### src/hw/rtl/hsfc_pkg.sv
// Package for the half/single float converter: request and response types,
// round mode codes and format constants. No dependencies.
`default_nettype none
package hsfc_pkg;

    typedef struct packed {
        logic        action;
        logic [31:0] operand;
    } t_req;

    typedef struct packed {
        logic [31:0] result;
        logic        overflow;
        logic        underflow;
    } t_rsp;

    // Direction codes.
    localparam logic ACT_HALF_TO_SINGLE = 1'b0;
    localparam logic ACT_SINGLE_TO_HALF = 1'b1;

    // Round mode codes; the codes above RM_DOWN behave as nearest even.
    localparam logic [2:0] RM_NEAREST_EVEN = 3'd0;
    localparam logic [2:0] RM_NEAREST_AWAY = 3'd1;
    localparam logic [2:0] RM_TOWARD_ZERO  = 3'd2;
    localparam logic [2:0] RM_UP           = 3'd3;
    localparam logic [2:0] RM_DOWN         = 3'd4;

    localparam logic [4:0]  HALF_EXP_SPECIAL = 5'h1f;
    localparam logic [7:0]  SGL_EXP_SPECIAL  = 8'hff;
    localparam logic [15:0] HALF_INF         = 16'h7c00;
    localparam logic [15:0] HALF_MAX         = 16'h7bff;
    localparam logic [15:0] HALF_QUIET       = 16'h0200;
    // Exponent bias difference, single bias minus half bias.
    localparam logic [7:0]  EXP_REBIAS       = 8'd112;

endpackage
`default_nettype wire

### src/hw/rtl/half_single_float_converter_top.sv
// Top level of the half/single float converter: input register, the two
// conversion paths and the result register. Depends on hsfc_pkg,
// hsfc_widen and hsfc_narrow.
//
//   channel    signals                          direction  handshake
//   request    start, busy, i_req               in         start && !busy
//   response   o_done, o_rsp                    out        o_done, one cycle
//   config     i_cfg_valid, o_cfg_ready, data   in         valid && ready
//
// A request accepted at a clock edge passes the input register and then the
// result register; its response then shows with o_done for exactly one cycle.
// busy stays low, so a request may be accepted at every edge, one per cycle.
// The receiver cannot stall; each response is taken in the cycle it shows.
// Synchronous reset clears the valid flags and sets round mode to nearest even.
`default_nettype none
module half_single_float_converter_top (
    input  wire logic            i_clk,
    input  wire logic            i_rst_n,
    input  wire logic            start,
    output logic                 busy,
    input  wire hsfc_pkg::t_req  i_req,
    output logic                 o_done,
    output hsfc_pkg::t_rsp       o_rsp,
    input  wire logic            i_cfg_valid,
    output logic                 o_cfg_ready,
    input  wire logic [2:0]      i_cfg_data
);
    import hsfc_pkg::*;

    logic        r_in_vld;
    logic        n_in_vld;
    t_req        r_req;
    t_req        n_req;
    logic        r_out_vld;
    logic        n_out_vld;
    t_rsp        r_rsp;
    t_rsp        n_rsp;
    logic [2:0]  r_round_mode;
    logic [2:0]  n_round_mode;

    logic [31:0] wide_res;
    logic [15:0] narrow_res;
    logic        narrow_ovf;
    logic        narrow_unf;

    assign busy        = 1'b0;
    assign o_cfg_ready = 1'b1;

    hsfc_widen u_widen (
        .i_half   (r_req.operand[15:0]),
        .o_single (wide_res)
    );

    hsfc_narrow u_narrow (
        .i_single     (r_req.operand),
        .i_round_mode (r_round_mode),
        .o_half       (narrow_res),
        .o_overflow   (narrow_ovf),
        .o_underflow  (narrow_unf)
    );

    always_comb begin
        n_in_vld     = start && !busy;
        n_req        = i_req;
        n_out_vld    = r_in_vld;
        n_round_mode = (i_cfg_valid && o_cfg_ready) ? i_cfg_data : r_round_mode;
        if (r_req.action == ACT_SINGLE_TO_HALF) begin
            n_rsp.result    = {16'd0, narrow_res};
            n_rsp.overflow  = narrow_ovf;
            n_rsp.underflow = narrow_unf;
        end else begin
            n_rsp.result    = wide_res;
            n_rsp.overflow  = 1'b0;
            n_rsp.underflow = 1'b0;
        end
    end

    always_ff @(posedge i_clk) begin
        if (!i_rst_n) begin
            r_in_vld     <= 1'b0;
            r_out_vld    <= 1'b0;
            r_round_mode <= RM_NEAREST_EVEN;
        end else begin
            r_in_vld     <= n_in_vld;
            r_out_vld    <= n_out_vld;
            r_round_mode <= n_round_mode;
        end
    end

    // Payload registers carry no reset; the valid flags qualify them.
    always_ff @(posedge i_clk) begin
        if (n_in_vld) begin
            r_req <= n_req;
        end
        if (n_out_vld) begin
            r_rsp <= n_rsp;
        end
    end

    assign o_done = r_out_vld;
    assign o_rsp  = r_rsp;

endmodule
`default_nettype wire

### src/hw/rtl/hsfc_widen.sv
// Half to single widening, purely combinational.
// Depends on hsfc_pkg for format constants.
`default_nettype none
module hsfc_widen (
    input  wire logic [15:0] i_half,
    output logic      [31:0] o_single
);
    import hsfc_pkg::*;

    logic        sign;
    logic [4:0]  exp_h;
    logic [9:0]  frac_h;
    logic [3:0]  len;
    logic [4:0]  sh_amt;
    logic [23:0] norm;

    assign sign   = i_half[15];
    assign exp_h  = i_half[14:10];
    assign frac_h = i_half[9:0];

    // Position of the leading one of a subnormal fraction.
    always_comb begin
        len = 4'd0;
        for (int i = 0; i < 10; i++) begin
            if (frac_h[i]) begin
                len = 4'(i + 1);
            end
        end
    end

    assign sh_amt = 5'd24 - {1'b0, len};
    assign norm   = {14'd0, frac_h} << sh_amt;

    always_comb begin
        priority if (exp_h == HALF_EXP_SPECIAL) begin
            o_single = {sign, SGL_EXP_SPECIAL, frac_h, 13'd0};
        end else if (exp_h != 5'd0) begin
            o_single = {sign, {3'd0, exp_h} + EXP_REBIAS, frac_h, 13'd0};
        end else if (frac_h != 10'd0) begin
            o_single = {sign, {4'd0, len} + 8'd102, norm[22:0]};
        end else begin
            o_single = {sign, 31'd0};
        end
    end

endmodule
`default_nettype wire

### src/hw/rtl/hsfc_narrow.sv
// Single to half narrowing with rounding, overflow and underflow flags.
// Purely combinational; depends on hsfc_pkg for round codes and constants.
`default_nettype none
module hsfc_narrow (
    input  wire logic [31:0] i_single,
    input  wire logic [2:0]  i_round_mode,
    output logic      [15:0] o_half,
    output logic             o_overflow,
    output logic             o_underflow
);
    import hsfc_pkg::*;

    logic        sign;
    logic [7:0]  exp_s;
    logic [22:0] frac_s;
    logic [2:0]  mode;
    logic [7:0]  eff;
    logic [7:0]  diff;
    logic [7:0]  he8;
    logic        huge;
    logic        normal;
    logic        tiny;
    logic [4:0]  sh;
    logic [25:0] m26;
    logic [25:0] shifted;
    logic [25:0] low_mask;
    logic [10:0] q;
    logic        guard;
    logic        sticky;
    logic        up;
    logic        to_inf;
    logic [15:0] base;
    logic [15:0] bits;

    assign sign   = i_single[31];
    assign exp_s  = i_single[30:23];
    assign frac_s = i_single[22:0];

    assign mode = (i_round_mode > RM_DOWN) ? RM_NEAREST_EVEN : i_round_mode;

    // A single subnormal is scaled like exponent one.
    assign eff    = (exp_s == 8'd0) ? 8'd1 : exp_s;
    assign diff   = 8'd126 - eff;
    assign he8    = eff - EXP_REBIAS;
    assign huge   = eff > 8'd142;
    assign normal = eff >= 8'd113;
    assign tiny   = eff < 8'd100;

    always_comb begin
        priority if (normal) begin
            sh = 5'd13;
        end else if (tiny) begin
            sh = 5'd26;
        end else begin
            sh = diff[4:0];
        end
    end

    assign m26      = {2'b00, (exp_s != 8'd0), frac_s};
    assign shifted  = m26 >> sh;
    assign low_mask = (26'd1 << (sh - 5'd1)) - 26'd1;

    // Values far below the smallest subnormal keep only a sticky bit.
    assign q      = tiny ? 11'd0 : shifted[10:0];
    assign guard  = tiny ? 1'b0 : m26[sh - 5'd1];
    assign sticky = tiny ? 1'b1 : |(m26 & low_mask);

    always_comb begin
        unique case (mode)
            RM_NEAREST_AWAY: up = guard;
            RM_TOWARD_ZERO:  up = 1'b0;
            RM_UP:           up = (guard | sticky) & ~sign;
            RM_DOWN:         up = (guard | sticky) & sign;
            default:         up = guard & (sticky | q[0]);
        endcase
    end

    assign to_inf = (mode == RM_NEAREST_EVEN) || (mode == RM_NEAREST_AWAY) ||
                    ((mode == RM_UP) && !sign) || ((mode == RM_DOWN) && sign);

    assign base = normal ? {1'b0, he8[4:0], q[9:0]} : {5'd0, q};
    assign bits = huge ? HALF_INF : (base + {15'd0, up});

    always_comb begin
        o_overflow  = 1'b0;
        o_underflow = 1'b0;
        priority if (exp_s == SGL_EXP_SPECIAL) begin
            if (frac_s != 23'd0) begin
                o_half = {sign, 15'd0} | HALF_INF | HALF_QUIET | {6'd0, frac_s[22:13]};
            end else begin
                o_half = {sign, 15'd0} | HALF_INF;
            end
        end else if (exp_s == 8'd0 && frac_s == 23'd0) begin
            o_half = {sign, 15'd0};
        end else if (bits >= HALF_INF) begin
            o_overflow = 1'b1;
            o_half     = {sign, 15'd0} | (to_inf ? HALF_INF : HALF_MAX);
        end else begin
            o_underflow = (bits == 16'd0);
            o_half      = {sign, 15'd0} | bits;
        end
    end

endmodule
`default_nettype wire

### config.mk
export PLATFORM = sky130hd
export DESIGN_NAME = half_single_float_converter_top
export DESIGN_NICKNAME = d
export VERILOG_FILES = /design/src/hw/rtl/hsfc_pkg.sv /design/src/hw/rtl/half_single_float_converter_top.sv /design/src/hw/rtl/hsfc_widen.sv /design/src/hw/rtl/hsfc_narrow.sv
export SDC_FILE = /design/constraint.sdc
export NUM_CORES = 1
export LEC_CHECK = 0
export BUFFER_PORTS_ARGS = -buffer_cell sky130_fd_sc_hd__buf_2
export CAP_MARGIN = 20
export CORE_ASPECT_RATIO = 0.75
export CORE_UTILIZATION = 32
export DETAILED_ROUTE_END_ITERATION = 12
export GPL_ROUTABILITY_DRIVEN = 0
export SYNTH_ARGS = -nofsm -noshare
export SYNTH_HDL_FRONTEND = slang
export SYNTH_SLANG_ARGS = --single-unit
export TNS_END_PERCENT = 5
### constraint.sdc
create_clock -name i_clk -period 8.3 [get_ports i_clk]
set_input_delay 2.075 -clock i_clk [delete_from_list [all_inputs] [get_ports i_clk]]
set_output_delay 2.075 -clock i_clk [all_outputs]
set_load 0.02 [all_outputs]
* Word level (Yosys, flattened, before mapping) *
Cells that the tools add are included.

operators by class
  $add $sub $neg = 8
  multiply operators = 0
  divide/modulo/power cells = 0
  $lt $le $gt $ge = 6
  equal/unequal tests = 6
  shift operators = 3
  mux-type cells = 37
  bitwise logic cells = 11
  reduce and logical (&&, ||, !) cells = 18

operators with widths
  kind                                                                     number
  31-bit 2-to-1 mux                                                        3
  16-bit 2-to-1 mux                                                        5
  16-bit OR                                                                2
  24-bit by 26-bit AND with 26-bit output                                  1
  26-bit OR reduction                                                      1
  1-bit by 5-bit left shift with 26-bit output, first input constant       1
  26-bit by 1-bit subtractor with 26-bit output, second input constant     1
  24-bit by 5-bit >> shifter with 11-bit output                            1
  23-bit zero test                                                         1
  23-bit nonzero test                                                      1
  10-bit by 5-bit left shift with 23-bit output                            1
  11-bit 2-to-1 mux                                                        2
  18-bit 2-to-1 mux                                                        1
  16-bit by 1-bit adder with 16-bit output                                 1
  16-bit by 15-bit >= comparator with 1-bit output, second input constant  1
  16-bit zero test                                                         1
  16-bit by 10-bit OR with 16-bit output                                   1
  15-bit 2-to-1 mux                                                        1
  3-bit 2-to-1 mux                                                         5
  4-bit 2-to-1 mux                                                         3
  1-bit 2-to-1 mux                                                         10
  5-bit 2-to-1 mux                                                         2
  10-bit nonzero test                                                      1
  4-bit by 7-bit adder with 8-bit output, second input constant            1
  31 further kinds                                                         41

storage, ports and cells
  flip-flop bits (word level) = 72
  bits in latches = 0
  bits in writable memories = 0
  bits in read-only memories = 0
  output and inout bits = 37
  logic and storage cells = 98
  memories kept = 0

* Logic depth before layout (Yosys ltp) *
Gate-level depths: netlist of run 1.

  depth in word-level cells = 21
  depth in mapped cells = 33

* By module *
Synthesis of run 1 repeated with hierarchy kept, for this count alone.

unflattened totals
  cells, all modules = 763
  area total of the unflattened synthesis = 6877.8 um2

by module, submodules not included
  module                           instances  cells an instance  area an instance (um2)
  hsfc_narrow                      1          456                3071.7
  half_single_float_converter_top  1          122                2581.2
  hsfc_widen                       1          185                1224.9

* Worst setup path before layout of run 1 *
Ideal clock, no wire load.

  path type = reg-to-reg
  from = register r_req[27] in the netlist's numbering
  to = register r_rsp (netlist bit o_rsp[11]), data pin
  library setup time = 261 ps
  arrival = 6557 ps
  data required time = 8039 ps
  path slack = 1482 ps
  stages on the path, launching flop included = 32
  buffers on the path = 5
  period minus slack after synthesis = 6818 ps
  path through = edfxtp_1 > nor3_1 > a21oi_4 > inv_2 > ha_1 > nor4b_4 > o21ai_2 > o21ai_2 > inv_2 > buf_4 > clkbuf_1 > ha_1 > clkbuf_1 > or3_1 > buf_1 > nor2_1 > o41ai_2 > o21bai_1 > a21boi_0 > a221o_1 > a2111oi_0 > a21oi_1 > ha_1 > ha_1 > nor4b_1 > o21ai_0 > a31oi_1 > o211ai_1 > o31ai_1 > or4b_4 > buf_6 > a311o_1

RTL lines
  element                 line                                   text
  start, declared         half_single_float_converter_top.sv:32  t_req r_req;
  start signal, assigned  half_single_float_converter_top.sv:93  r_req <= n_req;
  end signal, assigned    half_single_float_converter_top.sv:96  r_rsp <= n_rsp;
  end, declared           half_single_float_converter_top.sv:36  t_rsp r_rsp;

==> summary.txt, run 1 <==
Clock tree
  – CTS Buf Count: 9
  – CTS tree: done
  – Post-CTS Setup Bufs: 0
  – H-tree depth: 3
  – Maximum root-to-sink buffer count: 2
  – Clock transition at path regs: 0.07 ns
  – Cts hold-fix bufs: 0
  – Sink Count: 71
  – Resized cells post-CTS: 0
  – Root buf cell: clkbuf_16
  – Skew-Pair Late Insertion Delay: 0.35 ns

Detailed routing
  – Initial DRC Count: 812
  – Total vias in the final route: 6159
  – Detailed Route WL: 21400 um
  – Drt drc: 1
  – DR vias/cell: 6.16
  – Per-cell routed wire length: 21.4 um
  – First-pass DRT Iterations: 10
  – Antenna viol nets, final: 0

Layout
  – Seq. cell area: 2080 um^2
  – Final #Nets: 797
  – Share of layout cells above drive strength 1: 21.3%
  – Multi-input gate area: 3900 um^2
  – Area delta synth->final: 13.0%
  – Fill count: 1967
  – N_diodes: 0

Floorplan
  – Area of the die: 20300 um^2
  – Core box area: 19300 um^2
  – Die height: 124 um
  – Rows: 44
  – Top Ports: 77
  – Initial Util: 32.7%
  – Die W: 164 um

STA
  – Setup Viol. Count Final: 0
  – Setup Skew: 0.00956 ns
  – Unrepaired setup endpoints after global routing: no
  – Period Utilization, post-route: 94.7%
  – Worst Setup Slack, final: 0.439 ns
  – Hold_ws: 0.621 ns
  – Slew HR: 36.5%
  – Max-slew violation count: 0
  – Hold Vio Cnt, Final: 0
  – Fmax: 127 MHz
  – Worst slew pin tran: 0.946 ns
  – Crit path time final: 7.86 ns
  – Setup TNS: 0 ns

Power
  – Worst VDD drop: 0.0000940 V
  – Pwr/cell area: 188 nW/um^2
  – Static leakage: 2.61 nW
  – Power Total: 1.34 mW

Yosys
  – Main area contributors after synthesis: edfxtp_1, nand2_1, mux2i_1, nor2_1, a21oi_1
  – Area fraction of the dominant cell type after synthesis: 31.4%
  – Ys Warns: 0
  – Mapped Area: 6310 um^2
  – Async SR Flop Fraction: 0%
  – Synth Area in Compound Gates: 27.3%
  – Largest area contributor in the netlist: edfxtp_1
  – EDFF count, synth: 66
  – Simple-Gate Fraction of Synth Area: 21.0%
  – Count of unique library cells instantiated by Yosys: 97
  – Cells after Synth: 694
  – Mapped Avg Cell Area: 9.09 um^2
  – Synth Area in Adders: 2.97%
  – #FFs+latches synth: 71
  – Register area share after synthesis: 33.0%
  – Ys flop type: edfxtp_1
  – Largest family of logic cells by synthesized area: compound AO/OA/AOI/OAI gates
  – Post-synthesis mux area share: 7.26%
  – XOR/XNOR Fraction of Synth Area: 3.05%

Worst setup path
  – WS Path Type: reg -> reg
  – Slowest stage delay, CP: 0.62 ns
  – CP Launch Type: register
  – Worst Setup End Kind: register
  – CP Max Fanout: 14
  – Most used cell along the critical path: ha_1
  – Worst Path Arrival: 7.96 ns
  – Worst EP required: 8.40 ns
  – Slowest CP cell: edfxtp_1

Placed design
  – IO Port Bufs: 74
  – Place WS: 0.696 ns
  – Post-DP HPWL: 15500 um

GRT
  – First-pass GRT wire length: 33000 um
  – Largest net degree at the start of global routing: 35
  – GRT Overall Usage: 21.5%
  – Vias in the first global route: 5527
  – GRT overflow: 0
  – Number of antenna violations at the first check in global routing: 0

Hold path
  – Hold/Removal Path Class: reg -> reg

Status
  – Violated checks: design-rule violations
  – Status: finished with violations

Job
  – Max-Cap Viols: 0
-- state kept, by name, summed over array words and instances, names as in the netlist --
signal / count
r_req: 33
r_round_mode: 3
n_out_vld: 1
o_done: 1
o_rsp: 33
-- layout make-up --
class / instances / share of cell area (%)
sequential: 71 / 29.2
clock buffer: 9 / 3.16
inverter: 19 / 1.02
multi-input combinational: 553 / 54.7
clock inverter: 7 / 0.772
timing repair buffer: 88 / 6.67
tap: 253 / 4.44
-- worst max-delay path: cells and delay by family (launching register included) --
kind	cells	cell delay, ns
AND/OR/NAND/NOR	8	2.79
AO/OA/AOI/OAI	13	2.65
adder cells (fa/ha/maj)	4	1.08
flip-flops	1	0.62
buffers and inverters	3	0.45
-- through the flow --
stage | std cells | utilization, % | cell area (um^2)
after detailed placement | 984 | 35.5 | 6850
after global placement | 984 | 35.5 | 6850
after floorplan | 696 | - | 6320
after global routing | 1000 | 36.9 | 7130
final | 1000 | 36.9 | 7130
after CTS | 1000 | 36.9 | 7130
-- cells by family after synthesis --
kind of cell	Yosys count
AOI/OAI and AO/OA	221
xor gates and xnor gates	22
adders and majority gates	15
buffers and inverters	72
DFF	71
muxes	37
other	2
and+or+nand+nor	254
-- metal layers --
metal	vias to the layer above	track usage (%)	part of all wire, %
li1	2788	-	-
met1	2891	33.4	47
met2	427	29.1	39
met3	53	5.19	11
met4	0	5.38	2.2
met5	-	0	0
-- placed cells by master (no fill, tap or decap), types with 14 or more instances in the layout --
cell	count
buf_2	74
nand2_1	70
edfxtp_1	66
nor2_1	58
a21oi_1	38
o21ai_0	31
mux2i_1	26
nor3_1	25
nand3_1	17
and3_1	16
ha_1	15
o211ai_1	14
buf_4	14
-- cells in the mapped netlist, drive strengths merged, types with 6 or more instances --
cell type  instances
nand4              9
o22ai              8
a311o             10
inv               17
nand3             18
or3                9
ha                15
a21oi             40
and2               9
a221oi             7
o211ai            15
mux4               6
a211oi            13
xnor2             13
buf               25
o21ai             39
and3              16
o2111ai            7
nor4              11
mux2i             27
edfxtp            66
clkbuf            28
nor2              59
nor3              27
xor2               9
nand2             72
-- worst paths after layout --
kind / from / endpoint / slack [ns] / depth (start not counted)
hold / removal: r_round_mode[1] / r_round_mode[1] / 0.62 / 2
setup reg to reg: r_req[26] / o_rsp[2] / 0.44 / 28
setup / recovery: r_req[26] / o_rsp[2] / 0.44 / 28
hold reg to reg: r_round_mode[1] / r_round_mode[1] / 0.62 / 2
-- power breakdown --
part | total [mW] | internal (mW) | switching [mW]
clock | 0.375 | 0.206 | 0.170
combinational | 0.490 | 0.183 | 0.307
sequential | 0.475 | 0.424 | 0.0505
(Power assumes the default switching activity.)
==> run 2, diff against run 1 <==
--- a/config.mk
+++ b/config.mk
@@ -11,6 +11,7 @@
 export CORE_UTILIZATION = 32
 export DETAILED_ROUTE_END_ITERATION = 12
 export GPL_ROUTABILITY_DRIVEN = 0
+export RECOVER_POWER = 25
 export SYNTH_ARGS = -nofsm -noshare
 export SYNTH_HDL_FRONTEND = slang
 export SYNTH_SLANG_ARGS = --single-unit
==> summary.txt, run 2 (synthesized netlist as in run 1, its figures left out) <==
Worst setup path
  – Worst R2R End: o_rsp[2] (unchanged)
  – Worst Setup End Kind: register (unchanged)
  – Worst Path Arrival: 7.95 ns (was 7.96 ns)
  – CP Launch Type: register (unchanged)
  – WS Path Type: reg -> reg (unchanged)
  – Worst r2r src: r_req[26] (unchanged)
  – Slowest CP cell: edfxtp_1 (unchanged)
  – CP Max Fanout: 14 (unchanged)
  – Worst EP required: 8.40 ns (about the same)
  – Slowest stage delay, CP: 0.62 ns (about the same)
  – Internal reg-to-reg setup slack: 0.45 ns (was 0.44 ns)
  – Reg2reg path depth: 28 (unchanged)
  – Most used cell along the critical path: ha_1 (unchanged)

GRT
  – GRT overflow: 0 (unchanged)
  – Vias in the first global route: 5527 (unchanged)
  – GRT Overall Usage: 21.5% (unchanged)
  – Number of antenna violations at the first check in global routing: 0 (unchanged)
  – First-pass GRT wire length: 33000 um (unchanged)
  – Largest net degree at the start of global routing: 35 (unchanged)

Power
  – Power share of the sequential group: 35.4% (about the same)
  – Clk pwr share: 28.1% (was 28.0%)
  – Power Total: 1.34 mW (about the same)
  – Combinational fraction of design power: 36.5% (was 36.6%)
  – Internal: 0.813 mW (about the same)
  – Worst VDD drop: 0.0000939 V (was 0.0000940 V)
  – P_sw: 0.527 mW (about the same)
  – Sw frac: 39.3% (about the same)
  – Pwr/cell area: 188 nW/um^2 (about the same)
  – Static leakage: 2.61 nW (about the same)

Clock tree
  – CTS tree: done (unchanged)
  – Resized cells post-CTS: 0 (unchanged)
  – Maximum root-to-sink buffer count: 2 (unchanged)
  – Post-CTS Setup Bufs: 0 (unchanged)
  – Clock transition at path regs: 0.07 ns (about the same)
  – Skew-Pair Late Insertion Delay: 0.35 ns (about the same)
  – Root buf cell: clkbuf_16 (unchanged)
  – H-tree depth: 3 (unchanged)
  – Sink Count: 71 (unchanged)
  – Cts hold-fix bufs: 0 (unchanged)
  – CTS Buf Count: 9 (unchanged)

Layout
  – Final #Nets: 797 (unchanged)
  – Commonest non-fill, non-tap cell in the layout: buf_2 (unchanged)
  – Fill count: 1969 (was 1967)
  – Area delta synth->final: 12.9% (was 13.0%)
  – Share of layout cells above drive strength 1: 21.2% (was 21.3%)
  – N_diodes: 0 (unchanged)
  – Commonest cells after routing, fill and taps aside: buf_2, nand2_1, edfxtp_1 (unchanged)

Detailed routing
  – Total vias in the final route: 6152 (was 6159)
  – Detailed Route WL: 21400 um (about the same)
  – Antenna viol nets, final: 0 (unchanged)
  – First-pass DRT Iterations: 10 (unchanged)
  – DR vias/cell: 6.15 (was 6.16)
  – Per-cell routed wire length: 21.4 um (about the same)
  – Initial DRC Count: 812 (unchanged)
  – Drt drc: 1 (unchanged)

STA
  – Max-slew violation count: 0 (unchanged)
  – Period Utilization, post-route: 94.6% (was 94.7%)
  – Setup Skew: 0.00950 ns (was 0.00956 ns)
  – Fmax: 127 MHz (about the same)
  – Hold Vio Cnt, Final: 0 (unchanged)
  – Setup Viol. Count Final: 0 (unchanged)
  – Hold_ws: 0.622 ns (was 0.621 ns)
  – Worst slew pin tran: 1.19 ns (was 0.946 ns)
  – Unrepaired setup endpoints after global routing: no (unchanged)
  – Setup TNS: 0 ns (unchanged)
  – Slew HR: 20.4% (was 36.5%)
  – Crit path time final: 7.85 ns (was 7.86 ns)

Job
  – Max-Cap Viols: 0 (unchanged)

Hold path
  – Hold EP: r_round_mode[1] (unchanged)
  – Hold Crit Depth: 2 (unchanged)
  – Hold/Removal Path Class: reg -> reg (unchanged)
  – Hold_sp: r_round_mode[1] (unchanged)

Floorplan
  – Top Ports: 77 (unchanged)
  – Die height: 124 um (unchanged)
  – Initial Util: 32.7% (unchanged)
  – Die W: 164 um (unchanged)
  – Core box area: 19300 um^2 (unchanged)
  – Area of the die: 20300 um^2 (unchanged)
  – Rows: 44 (unchanged)

Placed design
  – Post-DP HPWL: 15500 um (unchanged)
  – IO Port Bufs: 74 (unchanged)

Status
  – Status: finished with violations (unchanged)
  – Violated checks: design-rule violations (unchanged)
==> run 2: cell types whose count changed in the layout (fill, tap and decap cells not counted) <==
cell / before / now
clkbuf_1: 0 / 1
buf_4: 14 / 13
==> run 2: worst max-delay path, delay by kind of cell (launching register included) <==
family	cells	cell delay (ns)
AO/OA/AOI/OAI	13	2.65
adder cells (fa/ha/maj)	4	1.08
buffers and inverters	3	0.45
flip-flops	1	0.62
AND/OR/NAND/NOR	8	2.78
==> run 2: worst max-delay path by stage <==
| stage | start | endpoint | slack (ns) |
|---|---|---|---|
| 3_5_place_dp | r_req[26] | o_rsp[3] | 0.70 |
| 6_report | r_req[26] | o_rsp[2] | 0.45 |
| 4_1_cts | r_req[26] | o_rsp[11] | 0.67 |
| 5_1_grt | r_req[26] | o_rsp[11] | 0.12 |
| 3_3_place_gp | r_req[26] | o_rsp[11] | 0.83 |
| 2_1_floorplan | r_req[27] | o_rsp[11] | 1.48 |
==> run 2: final cells by class <==
class / instances / area, um^2 / area share (%)
multi-input cells: 553 / 3900 / 54.8
clock inverters: 7 / 55.1 / 0.772
clock buffers: 9 / 225 / 3.16
inverters: 19 / 72.6 / 1.02
well taps: 253 / 317 / 4.44
repair buffers: 88 / 472 / 6.62
flip-flops and latches: 71 / 2080 / 29.2
==> run 2: through the flow <==
stage	setup WS, ns	cell area (um^2)	utilization, %	std cells
after floorplan	1.48	6320	-	696
after global placement	0.830	6850	35.5	984
after detailed placement	0.696	6850	35.5	984
after CTS	0.667	7130	36.9	1000
after global routing	0.116	7130	36.9	1000
final	0.447	7130	36.9	1000
==> run 2: routing by layer <==
metal	part of all wire, %	vias up	GRT usage (%)
li1	-	2789	-
met1	47	2862	33.4
met2	39	451	29.1
met3	11	50	5.19
met4	2.2	0	5.38
met5	0	-	0
==> run 2: power groups by stage <==
stage               clock network, mW  registers (mW)  logic (mW)
global route                    0.399           0.478       0.527
detailed placement                  0           0.479       0.472
finish                          0.376           0.475       0.489
global placement                    0           0.481       0.475
floorplan                           0           0.460       0.358
CTS                             0.387           0.472       0.474
==> run 3, diff against run 2 <==
--- a/config.mk
+++ b/config.mk
@@ -8,9 +8,10 @@
 export BUFFER_PORTS_ARGS = -buffer_cell sky130_fd_sc_hd__buf_2
 export CAP_MARGIN = 20
 export CORE_ASPECT_RATIO = 0.75
-export CORE_UTILIZATION = 32
+export CORE_UTILIZATION = 50
 export DETAILED_ROUTE_END_ITERATION = 12
 export GPL_ROUTABILITY_DRIVEN = 0
+export PLACE_DENSITY = 0.7
 export RECOVER_POWER = 25
 export SYNTH_ARGS = -nofsm -noshare
 export SYNTH_HDL_FRONTEND = slang
==> summary.txt, run 3 (synthesized netlist as in run 1, its figures left out) <==
Status
  – Status: finished with violations (unchanged)
  – Violated checks: max-capacitance violations, max-slew violations (was design-rule violations)

Layout
  – Fill count: 1101 (was 1969)
  – Share of layout cells above drive strength 1: 21.5% (was 21.2%)
  – Design area: 7100 um^2 (was 7130 um^2)
  – N_diodes: 0 (unchanged)
  – Commonest cells after routing, fill and taps aside: buf_2, nand2_1, edfxtp_1 (unchanged)
  – Final #Nets: 799 (was 797)
  – Area delta synth->final: 12.5% (was 12.9%)
  – Commonest non-fill, non-tap cell in the layout: buf_2 (unchanged)

Job
  – Max-Cap Viols: 1 (was 0)

Detailed routing
  – Antenna viol nets, final: 0 (unchanged)
  – DR vias/cell: 6.98 (was 6.15)
  – Total vias in the final route: 6383 (was 6152)
  – First-pass DRT Iterations: 9 (was 10)
  – Initial DRC Count: 799 (was 812)
  – Per-cell routed wire length: 22.7 um (was 21.4 um)
  – Drt drc: 0 (was 1)
  – Detailed Route WL: 20800 um (was 21400 um)

GRT
  – First-pass GRT wire length: 32100 um (was 33000 um)
  – GRT overflow: 0 (unchanged)
  – Vias in the first global route: 5892 (was 5527)
  – Number of antenna violations at the first check in global routing: 0 (unchanged)
  – GRT Overall Usage: 31.8% (was 21.5%)
  – Largest net degree at the start of global routing: 35 (unchanged)

Worst setup path
  – CP Max Fanout: 14 (unchanged)
  – Worst setup endpoint: o_rsp[11] (was o_rsp[2])
  – Worst Setup End Kind: register (unchanged)
  – Worst Path Arrival: 7.96 ns (was 7.95 ns)
  – Worst R2R End: o_rsp[11] (was o_rsp[2])
  – Reg2reg path depth: 25 (was 28)
  – WS Path Type: reg -> reg (unchanged)
  – Worst EP required: 8.40 ns (about the same)
  – Top delay family on crit path: compound AO/OA/AOI/OAI gates (was simple AND/OR/NAND/NOR gates)
  – Internal reg-to-reg setup slack: 0.44 ns (was 0.45 ns)
  – CP Launch Type: register (unchanged)
  – WP buf/inv: 1 (was 3)
  – Slowest CP cell: o21ai_2 (was edfxtp_1)
  – Worst r2r src: r_req[26] (unchanged)
  – Critical Path Stages: 25 (was 28)
  – Slowest stage delay, CP: 0.60 ns (was 0.62 ns)
  – Most used cell along the critical path: ha_1 (unchanged)
  – Worst Setup SP: r_req[26] (unchanged)

Placed design
  – Post-DP HPWL: 14400 um (was 15500 um)
  – IO Port Bufs: 74 (unchanged)
  – Placed cell areas: 6760 um^2 (was 6850 um^2)

Clock tree
  – Clock transition at path regs: 0.07 ns (about the same)
  – H-tree depth: 3 (unchanged)
  – Maximum root-to-sink buffer count: 2 (unchanged)
  – CTS Buf Count: 9 (unchanged)
  – Sink Count: 71 (unchanged)
  – CTS tree: done (unchanged)
  – Skew-Pair Late Insertion Delay: 0.35 ns (about the same)
  – Cts hold-fix bufs: 0 (unchanged)
  – Root buf cell: clkbuf_16 (unchanged)

Power
  – Static leakage: 2.65 nW (was 2.61 nW)
  – Pwr/cell area: 198 nW/um^2 (was 188 nW/um^2)
  – Power Total: 1.41 mW (was 1.34 mW)
  – Worst VDD drop: 0.000121 V (was 0.0000939 V)

STA
  – Fmax: 127 MHz (about the same)
  – Hold_ws: 0.585 ns (was 0.622 ns)
  – Setup Viol. Count Final: 0 (unchanged)
  – Hold Vio Cnt, Final: 0 (unchanged)
  – Slew HR: -25.1% (was 20.4%)
  – Max-slew violation count: 35 (was 0)
  – Crit path time final: 7.86 ns (was 7.85 ns)
  – Setup TNS: 0 ns (unchanged)
  – Setup Skew: 0.00970 ns (was 0.00950 ns)
  – Worst slew pin tran: 1.88 ns (was 1.19 ns)
  – Period Utilization, post-route: 94.7% (was 94.6%)
  – Unrepaired setup endpoints after global routing: no (unchanged)

Floorplan
  – Top Ports: 77 (unchanged)
  – Die W: 132 um (was 164 um)
  – Rows: 35 (was 44)
  – Die height: 99.3 um (was 124 um)
  – Core box area: 12300 um^2 (was 19300 um^2)
  – Initial Util: 51.3% (was 32.7%)
  – Area of the die: 13100 um^2 (was 20300 um^2)

Hold path
  – Hold/Removal Path Class: reg -> reg (unchanged)
-- run 3: final cells by class --
cell class | count | area, um^2 | share of cell area, %
Sequential cell | 71 | 2080 | 29.3
Timing Repair Buffer | 90 | 487 | 6.85
Inverter | 19 | 72.6 | 1.02
Multi-Input combinational cell | 553 | 3910 | 55.1
Tap cell | 166 | 208 | 2.93
Clock inverter | 4 | 37.5 | 0.529
Clock buffer | 12 | 300 | 4.23
-- run 3: how the worst min path moves through the flow --
stage / to / cells past startpoint / from / slack (ns)
CTS: r_round_mode[0] / 2 / r_round_mode[0] / 0.58
floorplan: r_round_mode[0] / 2 / r_round_mode[0] / 0.53
global placement: r_round_mode[0] / 2 / r_round_mode[0] / 0.57
global route: r_round_mode[0] / 2 / r_round_mode[0] / 0.62
detailed placement: r_round_mode[0] / 2 / r_round_mode[0] / 0.57
finish: r_round_mode[0] / 2 / r_round_mode[0] / 0.58
-- run 3: where the power goes --
part | internal, mW | switching [mW] | leakage (nW)
clock | 0.262 | 0.176 | 0.167
combinational | 0.187 | 0.311 | 1.81
sequential | 0.424 | 0.0487 | 0.671
-- run 3: routing by layer --
layer	global-route usage (%)	vias to the layer above	routed length (um)	part of all wire, %
li1	-	2801	-	-
met1	45.9	2999	8830	43
met2	46.5	509	8780	42
met3	6.73	74	2490	12
met4	12.4	0	652	3.1
met5	0	-	0	0
-- run 3: worst register-to-register path, cell delays in order (launching register included) --
cell and delay [ns]:
edfxtp_1 0.58, nor3_1 0.45, a21oi_4 0.18, inv_2 0.21
ha_1 0.25, nor4b_4 0.09, o21ai_2 0.60, o21ai_4 0.26
ha_1 0.33, xnor2_1 0.47, a21oi_1 0.21, o21ai_0 0.52
or3_1 0.21, a31oi_1 0.10, a221oi_1 0.27, a2111oi_0 0.11
a21oi_1 0.31, ha_1 0.28, ha_1 0.23, nor4b_1 0.36
o211a_1 0.22, nand4_1 0.12, o211ai_1 0.14, o31ai_1 0.16
or4b_4 0.59, a311o_1 0.40
-- run 3: repair_timing --
action / 4_1_cts / 5_1_grt
setup buffers: 0 / 0
setup endpoints to repair: 0 / 10
gates resized for setup: 0 / 2
-- run 3: through the flow --
| step | instances | util [%] | worst slack, ns |
|---|---|---|---|
| after floorplan | 696 | - | 1.48 |
| final | 915 | 57.7 | 0.440 |
| after global placement | 899 | 54.9 | 0.936 |
| after CTS | 915 | 57.7 | 0.528 |
| after detailed placement | 899 | 54.9 | 0.640 |
| after global routing | 915 | 57.7 | 0.0218 |
